<file path="config.mk">
export PLATFORM = sky130hd
export DESIGN_NAME = indexed_insert_erase_list
export DESIGN_NICKNAME = d
export VERILOG_FILES = /design/src/hw/rtl/iiel_pkg.sv /design/src/hw/rtl/iiel_ctl.sv /design/src/hw/rtl/iiel_dp.sv /design/src/hw/rtl/indexed_insert_erase_list.sv
export VERILOG_INCLUDE_DIRS = /design/src /design/src/hw/rtl
export SDC_FILE = /design/constraint.sdc
export NUM_CORES = 1
export LEC_CHECK = 0
export BUFFER_PORTS_ARGS = -buffer_cell sky130_fd_sc_hd__buf_2
export CAP_MARGIN = 10
export CORE_ASPECT_RATIO = 1.1
export CORE_MARGIN = 8
export CORE_UTILIZATION = 45
export DETAILED_ROUTE_END_ITERATION = 8
export PLACE_DENSITY_LB_ADDON = 0.12
export SYNTH_ARGS = -nofsm -noshare
export SYNTH_HDL_FRONTEND = slang
export SYNTH_SLANG_ARGS = --single-unit
</file>
<file path="constraint.sdc">
create_clock -name clk -period 7.7 [get_ports clk]
set_clock_uncertainty 0.05 [all_clocks]
set_input_delay 0 -clock clk [delete_from_list [all_inputs] [get_ports clk]]
set_output_delay 0 -clock clk [all_outputs]
set_load 0.05 [all_outputs]
</file>
<file path="src/hw/rtl/indexed_insert_erase_list_macros.svh">
// Assertion macros used by the list datapath.
`ifndef INDEXED_INSERT_ERASE_LIST_MACROS_SVH
`define INDEXED_INSERT_ERASE_LIST_MACROS_SVH

// Same-cycle implication, checked on clk, off while arst_n is low.
`define IIEL_ASSERT_IMPL(lbl, ante, cons, msg) \
	lbl: assert property (@(posedge clk) disable iff (!arst_n) (ante) |-> (cons)) \
		else $error(msg);

// Next-cycle implication, checked on clk, off while arst_n is low.
`define IIEL_ASSERT_NEXT(lbl, ante, cons, msg) \
	lbl: assert property (@(posedge clk) disable iff (!arst_n) (ante) |=> (cons)) \
		else $error(msg);

`endif

</file>
<file path="src/hw/rtl/iiel_pkg.sv">
// Types, codes and defaults for the indexed insert/erase list.
package iiel_pkg;

	localparam int DEPTH_DEF  = 16;
	localparam int WORD_W_DEF = 32;

	localparam int FUNC_W  = 2;
	localparam int POS_W   = 4;
	localparam int FIELD_W = 32;
	localparam int COUNT_W = 5;
	localparam int STAT_W  = 2;

	typedef enum logic [FUNC_W-1:0] {
		FN_APPEND = 2'd0,
		FN_INSERT = 2'd1,
		FN_READ   = 2'd2,
		FN_ERASE  = 2'd3
	} func_t;

	typedef enum logic [STAT_W-1:0] {
		ST_DONE      = 2'd0,
		ST_FULL      = 2'd1,
		ST_BAD_INDEX = 2'd2
	} status_t;

	typedef struct packed {
		logic [FUNC_W-1:0]  func;
		logic [POS_W-1:0]   position;
		logic [FIELD_W-1:0] word_in;
	} req_t;

	typedef struct packed {
		logic [FIELD_W-1:0] word_out;
		logic [COUNT_W-1:0] entry_count;
		logic [STAT_W-1:0]  status;
	} rsp_t;

	typedef enum logic [2:0] {
		CS_IDLE,
		CS_DECIDE,
		CS_MV_RD,
		CS_MV_WR,
		CS_FINISH
	} ctl_state_t;

	// Controller to datapath.
	typedef struct packed {
		logic    latch;    // capture request beat
		logic    check;    // capture status code
		status_t status;
		logic    load_k;   // move index from count (insert) or position (erase)
		logic    rd_pos;   // read entry at position
		logic    mv_rd;    // read move source
		logic    mv_wr;    // write move destination, step index
		logic    put_word; // write request word (append at count, insert at position)
		logic    inc;
		logic    dec;
		logic    respond;
	} ctl_cmd_t;

	// Datapath to controller.
	typedef struct packed {
		func_t func;
		logic  bad_idx;
		logic  full;
		logic  more;       // another entry still has to move
	} dp_flags_t;

endpackage

</file>
<file path="src/hw/rtl/iiel_ctl.sv">
// Sequencing state machine for the indexed insert/erase list.
module iiel_ctl (
	input  logic                clk,
	input  logic                arst_n,
	input  logic                start,
	input  iiel_pkg::dp_flags_t flags,
	output logic                busy,
	output iiel_pkg::ctl_cmd_t  cmd
);
	import iiel_pkg::*;

	ctl_state_t state_q;
	ctl_state_t state_d;
	logic       move_ok;

	// insert or erase that passed its checks walks the store
	assign move_ok = ((flags.func == FN_INSERT) && !flags.bad_idx && !flags.full) ||
		((flags.func == FN_ERASE) && !flags.bad_idx);

	assign busy = (state_q != CS_IDLE);

	always_ff @(posedge clk or negedge arst_n) begin
		if (!arst_n) begin
			state_q <= CS_IDLE;
		end else begin
			state_q <= state_d;
		end
	end

	always_comb begin
		state_d = state_q;
		unique case (state_q)
			CS_IDLE: begin
				if (start) state_d = CS_DECIDE;
			end
			CS_DECIDE: begin
				state_d = move_ok ? CS_MV_RD : CS_FINISH;
			end
			CS_MV_RD: begin
				state_d = flags.more ? CS_MV_WR : CS_FINISH;
			end
			CS_MV_WR: begin
				state_d = CS_MV_RD;
			end
			CS_FINISH: begin
				state_d = CS_IDLE;
			end
			default: begin
				state_d = CS_IDLE;
			end
		endcase
	end

	always_comb begin
		cmd = '0;
		cmd.status = ST_DONE;
		unique case (state_q)
			CS_IDLE: begin
				cmd.latch = start;
			end
			CS_DECIDE: begin
				cmd.check = 1'b1;
				unique case (flags.func)
					FN_APPEND: begin
						if (flags.full) begin
							cmd.status = ST_FULL;
						end else begin
							cmd.put_word = 1'b1;
							cmd.inc      = 1'b1;
						end
					end
					FN_INSERT: begin
						if (flags.bad_idx) begin
							cmd.status = ST_BAD_INDEX;
						end else if (flags.full) begin
							cmd.status = ST_FULL;
						end else begin
							cmd.load_k = 1'b1;
						end
					end
					FN_READ: begin
						if (flags.bad_idx) begin
							cmd.status = ST_BAD_INDEX;
						end else begin
							cmd.rd_pos = 1'b1;
						end
					end
					FN_ERASE: begin
						if (flags.bad_idx) begin
							cmd.status = ST_BAD_INDEX;
						end else begin
							cmd.load_k = 1'b1;
						end
					end
					default: begin
						cmd.status = ST_DONE;
					end
				endcase
			end
			CS_MV_RD: begin
				if (flags.more) begin
					cmd.mv_rd = 1'b1;
				end else if (flags.func == FN_INSERT) begin
					cmd.put_word = 1'b1;
					cmd.inc      = 1'b1;
				end else begin
					cmd.dec = 1'b1;
				end
			end
			CS_MV_WR: begin
				cmd.mv_wr = 1'b1;
			end
			CS_FINISH: begin
				cmd.respond = 1'b1;
			end
			default: begin
				cmd.latch = 1'b0;
			end
		endcase
	end

endmodule

</file>
<file path="src/hw/rtl/iiel_dp.sv">
// Datapath of the indexed insert/erase list: store, count, move index, result.
`include "indexed_insert_erase_list_macros.svh"

module iiel_dp #(
	parameter int DEPTH  = iiel_pkg::DEPTH_DEF,
	parameter int WORD_W = iiel_pkg::WORD_W_DEF
) (
	input  logic                clk,
	input  logic                arst_n,
	input  iiel_pkg::req_t      req,
	input  iiel_pkg::ctl_cmd_t  cmd,
	output iiel_pkg::dp_flags_t flags,
	output logic                done,
	output iiel_pkg::rsp_t      rsp
);
	import iiel_pkg::*;

	localparam int CNT_W  = $clog2(DEPTH + 1);
	localparam int ADDR_W = $clog2(DEPTH);
	localparam int CMP_W  = (CNT_W > POS_W) ? CNT_W : POS_W;

	req_t              req_q;
	status_t           st_q;
	logic [CNT_W-1:0]  used_q;
	logic [CNT_W-1:0]  k_q;
	logic [WORD_W-1:0] rdata_q;
	logic [WORD_W-1:0] mem [DEPTH];
	rsp_t              rsp_q;
	logic              done_q;

	logic [CNT_W-1:0]  pos_cnt;
	logic [CNT_W-1:0]  k_inc;
	logic [CNT_W-1:0]  k_dec;
	logic              is_ins;
	logic              we;
	logic [ADDR_W-1:0] wa;
	logic [WORD_W-1:0] wd;
	logic              re;
	logic [ADDR_W-1:0] ra;

	// position fits the count width once it has passed the index check
	assign pos_cnt = CNT_W'(req_q.position);
	assign k_inc   = k_q + 1'b1;
	assign k_dec   = k_q - 1'b1;
	assign is_ins  = (req_q.func == FN_INSERT);

	assign flags.func    = func_t'(req_q.func);
	assign flags.bad_idx = CMP_W'(req_q.position) >= CMP_W'(used_q);
	assign flags.full    = used_q >= CNT_W'(DEPTH);
	assign flags.more    = is_ins ? (k_q > pos_cnt) : (k_inc < used_q);

	// insert walks down from the count, erase walks up from the position
	always_comb begin
		we = cmd.put_word || cmd.mv_wr;
		if (cmd.mv_wr) begin
			wa = k_q[ADDR_W-1:0];
			wd = rdata_q;
		end else begin
			wa = (req_q.func == FN_APPEND) ? used_q[ADDR_W-1:0] : pos_cnt[ADDR_W-1:0];
			wd = WORD_W'(req_q.word_in);
		end
		re = cmd.rd_pos || cmd.mv_rd;
		if (cmd.mv_rd) begin
			ra = is_ins ? k_dec[ADDR_W-1:0] : k_inc[ADDR_W-1:0];
		end else begin
			ra = pos_cnt[ADDR_W-1:0];
		end
	end

	always_ff @(posedge clk) begin
		if (we) mem[wa] <= wd;
		if (re) rdata_q <= mem[ra];
	end

	always_ff @(posedge clk) begin
		if (cmd.latch) req_q <= req;
		if (cmd.check) st_q <= cmd.status;
		if (cmd.load_k) begin
			k_q <= is_ins ? used_q : pos_cnt;
		end else if (cmd.mv_wr) begin
			k_q <= is_ins ? k_dec : k_inc;
		end
		if (cmd.respond) begin
			rsp_q.word_out    <= ((req_q.func == FN_READ) && (st_q == ST_DONE)) ?
				FIELD_W'(rdata_q) : '0;
			rsp_q.entry_count <= COUNT_W'(used_q);
			rsp_q.status      <= st_q;
		end
	end

	always_ff @(posedge clk or negedge arst_n) begin
		if (!arst_n) begin
			used_q <= '0;
			done_q <= 1'b0;
		end else begin
			done_q <= cmd.respond;
			if (cmd.inc) begin
				used_q <= used_q + 1'b1;
			end else if (cmd.dec) begin
				used_q <= used_q - 1'b1;
			end
		end
	end

	assign done = done_q;
	assign rsp  = rsp_q;

	`IIEL_ASSERT_IMPL(a_used_max, 1'b1, used_q <= CNT_W'(DEPTH), "count above depth")
	`IIEL_ASSERT_IMPL(a_inc_room, cmd.inc, used_q < CNT_W'(DEPTH), "count step on full store")
	`IIEL_ASSERT_IMPL(a_dec_room, cmd.dec, used_q != '0, "count drop on empty store")
	`IIEL_ASSERT_IMPL(a_mv_addr, cmd.mv_wr, k_q < CNT_W'(DEPTH), "move beyond store")
	`IIEL_ASSERT_NEXT(a_done_once, done_q, !done_q, "result strobe held two cycles")

endmodule

</file>
<file path="src/hw/rtl/indexed_insert_erase_list.sv">
// Top level of the indexed insert/erase list: controller plus datapath.
//
// Ordered list of up to DEPTH words of WORD_W bits. A request beat on req
// (func, position, word_in) is taken at a rising edge with start high and busy
// low. func: append, insert at index, read at index, erase at index.
// Every request yields exactly one result beat on rsp (word_out, entry_count,
// status), shown for a single cycle with done high. The receiver cannot stall;
// the result sits in its own register, so busy is already low while done is
// high and the next request may be taken in that cycle.
// Append, read and every refused request go from accept through decide to
// finish; insert and erase walk the store between decide and finish. The
// store is a single-port-write, registered-read memory, so each entry moved
// by insert or erase is read and then written, and the walk closes with the
// word write (insert) or count drop (erase). No request is taken while busy.
// Status reports a full store or an index not below the count; refused
// requests change nothing. Reset (arst_n low) empties the list at once; the
// store contents are left as they are and never read before being written.
module indexed_insert_erase_list #(
	parameter int DEPTH  = iiel_pkg::DEPTH_DEF,
	parameter int WORD_W = iiel_pkg::WORD_W_DEF
) (
	input  logic           clk,
	input  logic           arst_n,
	input  logic           start,
	input  iiel_pkg::req_t req,
	output logic           busy,
	output logic           done,
	output iiel_pkg::rsp_t rsp
);
	import iiel_pkg::*;

	ctl_cmd_t  cmd;
	dp_flags_t flags;

	// sequencer: decide, walk the store, finish
	iiel_ctl u_ctl (
		.clk    (clk),
		.arst_n (arst_n),
		.start  (start),
		.flags  (flags),
		.busy   (busy),
		.cmd    (cmd)
	);

	// store, count and result register
	iiel_dp #(
		.DEPTH  (DEPTH),
		.WORD_W (WORD_W)
	) u_dp (
		.clk    (clk),
		.arst_n (arst_n),
		.req    (req),
		.cmd    (cmd),
		.flags  (flags),
		.done   (done),
		.rsp    (rsp)
	);

endmodule
</file>
Word level (Yosys, flattened, before mapping)
Memory sizes are Yosys's and may differ from the RTL's. A register that Yosys moved wholly into a read port is not among the register bits.
Index checks and enable logic that the tools add are counted.
- register bits: 93
- memories: 1
- output and inout bits: 41
- logic and storage cells: 84
- bits in writable memories: 512
- bits of input ports: 41
- memory list (memory ; words ; bits a word ; read ports ; clocked after memory_dff ; wr ports ; RTL line ; source):
    u_dp.mem ; 16 ; 32 ; 1 ; 1 ; 1 ; iiel_dp.sv:27 ; logic [WORD_W-1:0] mem [DEPTH];
- add/sub/neg operators: 4
- order comparisons: 4
- reductions and logical operators: 16
- multiplexer cells: 40
- equality and inequality tests: 8
- operators with widths (cell ; count):
    two-way mux 5 bit ; 7
    two-way mux 32 bit ; 1
    two-way mux 4 bit ; 4
    two-way mux 1 bit ; 15
    two-way mux 3 bit ; 4
    case mux 3 bit (4 select lines) ; 1
    adder 5 x 1 -> 5 bit, second input constant ; 2
    two-way mux 2 bit ; 5
    subtractor 5 x 1 -> 5 bit, second input constant ; 2
    equality test 3 x 2 -> 1 bit, second input constant ; 2
    case mux 2 bit (3 select lines) ; 1
    greater-or-equal comparator 4 x 5 -> 1 bit ; 1
    greater-or-equal comparator 5 bit, second input constant ; 1
    > comparator 5 x 4 -> 1 bit ; 1
    < comparator 5 bit ; 1
    equality test 2 bit, second input constant ; 2
    logical AND 1 bit ; 4
    logical NOT 2 bit ; 2
    case mux 2 bit (2 select lines) ; 1
    nonzero test 2 bit ; 2
    equality test 3 x 1 -> 1 bit, second input constant ; 1
    equality test 3 bit, second input constant ; 1
    logical NOT 3 bit ; 1
    logical OR 1 bit ; 3
    other kinds (6) ; 7

Logic depth before layout (Yosys ltp)
- depth after elaboration: 8
- mapped depth: 16
- mapped depth without buffers: 12

By module
A second synthesis with hierarchy kept.
- cell total of the unflattened synthesis: 1156
- area total of the unflattened synthesis: 25214.2 um^2
- modules (own cells, without submodules) (module ; cells each ; instances ; seq. area each (um^2) ; area each (um^2)):
    iiel_dp ; 1124 ; 1 ; 19008.2 ; 24948.9
    iiel_ctl ; 32 ; 1 ; 75.1 ; 265.3

Least setup slack after synthesis
Ideal clock, no wire load.
- kind: reg-to-reg
- start: register u_dp.req_q (netlist bit u_dp.pos_cnt[0])
- end: register u_dp.rdata_q[0] (read register of u_dp.mem) (enable)
- arrival: 3.942 ns
- slack: 3.238 ns
- period minus slack after synthesis: 4.462 ns
- stages on the path, launching flop included: 9
- buffers on the path: 0
- library setup time: 0.470 ns
- data required time: 7.180 ns
- cells stage by stage: edfxtp_1 inv_1 ha_1 nand2b_1 a21o_1 a21o_1 a21oi_1 nor2_1 o31ai_1
- cells in the longest elaborated chain, start to end: 5
- elaborated cells between the ends (all ways): 10
- classes of those cells: 2 x order compare; 7 x mux; 1 x reduce/logical
- ends and longest elaborated chain (element ; RTL line ; source):
    start: declaration ; iiel_dp.sv:22 ; req_t req_q;
    start signal: assignment ; iiel_dp.sv:76 ; if (cmd.latch) req_q <= req;
    greater-or-equal comparator 4 x 5 -> 1 bit or > comparator 5 x 4 -> 1 bit (tied branches) ; iiel_dp.sv:48, iiel_dp.sv:50 ;
    two-way mux 1 bit, on equally long branches ; iiel_ctl.sv:82, iiel_dp.sv:50 ;
    two-way mux 1 bit, on equally long branches ; iiel_ctl.sv:63, iiel_ctl.sv:101 ;
    two-way mux 5 bit or two-way mux 1 bit (tied branches) ; iiel_ctl.sv:57 ; unique case (state_q)
    logical OR 1 bit * ; iiel_dp.sv:62 ; re = cmd.rd_pos || cmd.mv_rd;
    net u_dp.re ; iiel_dp.sv:38 ; logic re;
    end: declaration ; iiel_dp.sv:26 ; logic [WORD_W-1:0] rdata_q;
The timed path passes the listed nets; every way through them passes the cells marked *.
A chain may end at the register's enable or synchronous reset.

Final worst setup path
- start: register u_dp.k_q[0]
- end: register u_dp.rdata_q[11] (read register of u_dp.mem) (data pin)
- cells in the longest elaborated chain, start to end: 6
- elaborated cells between the ends (all ways): 10
- classes of those cells: 2 x add/sub; 2 x order compare; 5 x mux; 1 x reduce/logical
- ends and longest elaborated chain (element ; RTL line ; source):
    start: declaration ; iiel_dp.sv:25 ; logic [CNT_W-1:0] k_q;
    start signal: assignment ; iiel_dp.sv:79 ; k_q <= is_ins ? used_q : pos_cnt;
    start signal: assignment ; iiel_dp.sv:81 ; k_q <= is_ins ? k_dec : k_inc;
    adder 5 x 1 -> 5 bit ; iiel_dp.sv:43 ; assign k_inc = k_q + 1'b1;
    < comparator 5 bit ; iiel_dp.sv:50 ; assign flags.more = is_ins ? (k_q > pos_cnt) : (k_inc < used_q);
    two-way mux 1 bit ; iiel_dp.sv:50 ;
    two-way mux 1 bit ; iiel_ctl.sv:101 ; if (flags.more) begin
    two-way mux 1 bit ; iiel_ctl.sv:57 ;
    two-way mux 4 bit or logical OR 1 bit (tied branches) ; iiel_dp.sv:63, iiel_dp.sv:62 ;
Parallel ways exist; a longest one is shown, timed or not.

==> results.yml <==
run_status:
  status: "finished clean"
global_route:
  grt_pass1_vias: 13500
  grt.overflow.total: 0
  grt_pass1_wl_um: 90400
  grt_max_degree: 117
  track_usage: 0.191
  antenna_found_initial: 1
timing:
  finalCriticalPeriod_ps: 5200
  max_slew.worst_pin.slew_ps: 1150
  hold_viol: 0
  drv_slew: 0
  rsz0062_at_grt: "false"
  max_slew_margin: 0.234
  setup_tns_ps: 0
  setup_viol: 0
  whs_ps: 64.9
  max_freq_mhz: 192
  min_period_over_period: 0.676
drt:
  vias: 13200
  wl_um: 62000
  wire_per_inst_um: 26.2
  dr.pass1.iters: 5
  viasPerCell: 5.57
  antenna_left: 0
  remaining_drc_errors: 0
  detail_route.iter0.violations: 1109
clock_tree:
  cts_hold_buf: 41
  clk_latency_ps: 590
  cts_setup_buffers: 0
  ctsResizeCount: 0
  cts.sinks: 637
  htreeDepth: 3
  clkTransAtPathRegs_ps: 60
  cts_buffers: 69
  clockBufferDepth: 3
  cts_root_buf: "clkbuf_16"
  cts_tree: "yes"
worst_setup_path:
  path_max_fanout: 38
  crit_start: "u_dp.k_q[0]$_DFFE_PP_"
  cp_data_arrival_time_ps: 5490
  crit_type: "reg -> reg"
  endpoint_kind: "register"
  required_ps: 7980
  reg2reg_slack_ps: 2500
  worst_r2r_startpoint: "u_dp.k_q[0]$_DFFE_PP_"
  r2r_end: "u_dp.rdata_q[11]$_DFFE_PP_"
  worst_setup_path_start_kind: "register"
  r2r_cells: 12
  crit_end: "u_dp.rdata_q[11]$_DFFE_PP_"
logic_synthesis:
  synth_top_flop_cell: "edfxtp_1"
  synth_compound_area_frac: 0.0436
  avgSynthCellArea_um2: 17.9
  synth_fa_ha_area_frac: 0.00825
  synth-xor-area-share: 0.00417
  synth.cell_area_mm2: 0.0252
  synthMuxAreaShare: 0.120
  async_flop_share: 0.0141
  synth_top_family_by_area: "multiplexers"
  synth_fp_nets: 1464
  synth_edf_count: 628
  seq_area_frac_synth: 0.758
  synth.ff_latch_count: 637
  postSynthCellCount: 1407
  yosys_warnings: 0
  yosys.area_share.simple: 0.0495
  synth.distinct_cells: 55
die:
  die-area_mm2: 0.0638
  core_area_mm2: 0.0557
  io_pins: 82
  start_util: 0.452
  num_rows: 91
  die_h_um: 264
  die-width_um: 242
power:
  p_per_area_mw_per_mm2: 347
  ir_worst_vdd_uv: 279
  switchingPower_mw: 3.02
  p_clk_frac: 0.319
  p_seq_frac: 0.445
  power_frac_comb: 0.236
  power.share.switching: 0.298
  p_leak_nw: 10.3
  p_int_mw: 7.10
placed_design:
  dpl-instance-area_mm2: 0.0266
  dp_hpwl_um: 31700
  gp_congestion: 0.791
  port_buffers: 81
job:
  drv_cap: 0
final_layout:
  drive_above_1_share: 0.177
  layout_common_cells: "628 x edfxtp_1, 214 x mux2i_1, 121 x nand2_1"
  area_delta_synth_final_pct: 16.0
  fin_nets: 1624
  layout_commonest_cell: "edfxtp_1"
  stdcell_area_mm2: 0.0292
  nFillCells: 4439
  diodes: 0
hold_path:
  hold_class: "in -> reg"
-- synthesized netlist by cell type, types with 3 or more instances --
| cell | number | area (um^2) |
|---|---|---|
| o21ai_0 | 9 | 45.0 |
| mux2_2 | 10 | 113 |
| or2_2 | 3 | 18.8 |
| clkbuf_1 | 34 | 128 |
| and2_0 | 4 | 25.0 |
| nand2b_1 | 6 | 37.5 |
| mux4_2 | 34 | 766 |
| a211o_1 | 4 | 35.0 |
| xnor2_1 | 8 | 70.1 |
| dfrtp_1 | 9 | 225 |
| o31ai_1 | 3 | 22.5 |
| a21o_1 | 4 | 30.0 |
| a2111o_1 | 26 | 293 |
| nand2_1 | 121 | 454 |
| buf_4 | 3 | 22.5 |
| nand3_1 | 6 | 30.0 |
| mux2i_1 | 214 | 2140 |
| nor2_1 | 36 | 135 |
| o22a_1 | 5 | 43.8 |
| nand3b_1 | 3 | 22.5 |
| a21oi_1 | 15 | 75.1 |
| o22ai_1 | 53 | 332 |
| buf_6 | 10 | 113 |
| nor3_1 | 3 | 15.0 |
| and2_1 | 57 | 357 |
| buf_2 | 17 | 85.1 |
| a2bb2oi_1 | 11 | 96.3 |
| edfxtp_1 | 628 | 18900 |
| nand4_1 | 5 | 31.3 |
| xor2_1 | 4 | 35.0 |
| inv_1 | 16 | 60.1 |
| or3_1 | 4 | 25.0 |
| ha_1 | 15 | 188 |
-- state kept, by name (all words and copies together), names as in the netlist, 3 cells and up --
signal         cells
u_dp.pos_cnt       4
u_dp.mem         512
u_dp.rdata_q      32
u_dp.req_q        32
u_dp.k_q           5
u_dp.rsp          39
u_ctl.state_q      3
u_dp.used_q        5
-- worst min path at each step --
stage | slack, ps | startpoint | cells after the start | end
4_1_cts | 30 | req[19] | 2 | u_dp.req_q[19]$_DFFE_PP_
5_1_grt | 40 | req[0] | 2 | u_dp.req_q[0]$_DFFE_PP_
3_3_place_gp | -180 | arst_n | 1 | u_dp.used_q[1]$_DFFE_PN0P_
3_5_place_dp | -170 | arst_n | 1 | u_dp.used_q[1]$_DFFE_PN0P_
6_report | 60 | req[13] | 2 | u_dp.req_q[13]$_DFFE_PP_
2_1_floorplan | -350 | arst_n | 0 | u_ctl.state_q[0]$_DFFE_PN0P_
-- layer usage --
layer	routed length (um)	share of wire	track usage	vias to the layer above
met5	0	0	0	-
met4	1520	0.024	0.0615	0
met3	3580	0.058	0.0334	110
met2	29000	0.47	0.306	406
met1	27900	0.45	0.265	6778
li1	-	-	-	5865
-- critical path, cell delays in order (launching register included) --
cell and delay, ps:
edfxtp_1 520, ha_1 290, xor2_1 150, ha_1 300
a211o_1 290, a31o_2 250, a211o_1 280, a22o_1 310
nor2_4 890, buf_4 750, mux4_2 400, and2_1 170
a2111o_1 290
-- layout make-up --
| class | instances | area, um^2 | share of cell area |
|---|---|---|---|
| well taps | 744 | 931 | 0.0319 |
| multi-input cells | 688 | 5870 | 0.201 |
| flip-flops and latches | 637 | 19100 | 0.653 |
| clock inverters | 41 | 360 | 0.0123 |
| clock buffers | 82 | 1840 | 0.0630 |
| repair buffers | 154 | 1070 | 0.0366 |
| inverters | 17 | 63.8 | 0.00218 |
-- power by group through the flow --
stage | registers, mW | clock network (mW) | logic, mW
floorplan | 4.66 | 0 | 1.56
global placement | 4.56 | 0 | 2.36
detailed placement | 4.57 | 0 | 2.40
CTS | 4.50 | 3.30 | 2.42
global route | 4.52 | 3.43 | 2.58
finish | 4.50 | 3.23 | 2.39
-- stage by stage --
step / total power, mW / setup WS, ps / instances / util
CTS: 10.2 / 2500 / 2363 / 0.525
floorplan: 6.22 / 3240 / 1407 / -
detailed placement: 6.96 / 2510 / 2199 / 0.478
global placement: 6.92 / 2590 / 2199 / 0.478
finish: 10.1 / 2500 / 2363 / 0.525
global route: 10.5 / 2270 / 2363 / 0.525
-- cells by family (layout without fill, tap and decap cells) --
group | after synthesis | count (layout)
buf+inv | 82 | 294
mux | 258 | 258
compound gates | 142 | 142
flops | 637 | 637
simple gates | 260 | 260
xor+xnor | 12 | 12
fa+ha+maj | 16 | 16
No activity file was read; power rests on OpenSTA's default activity.
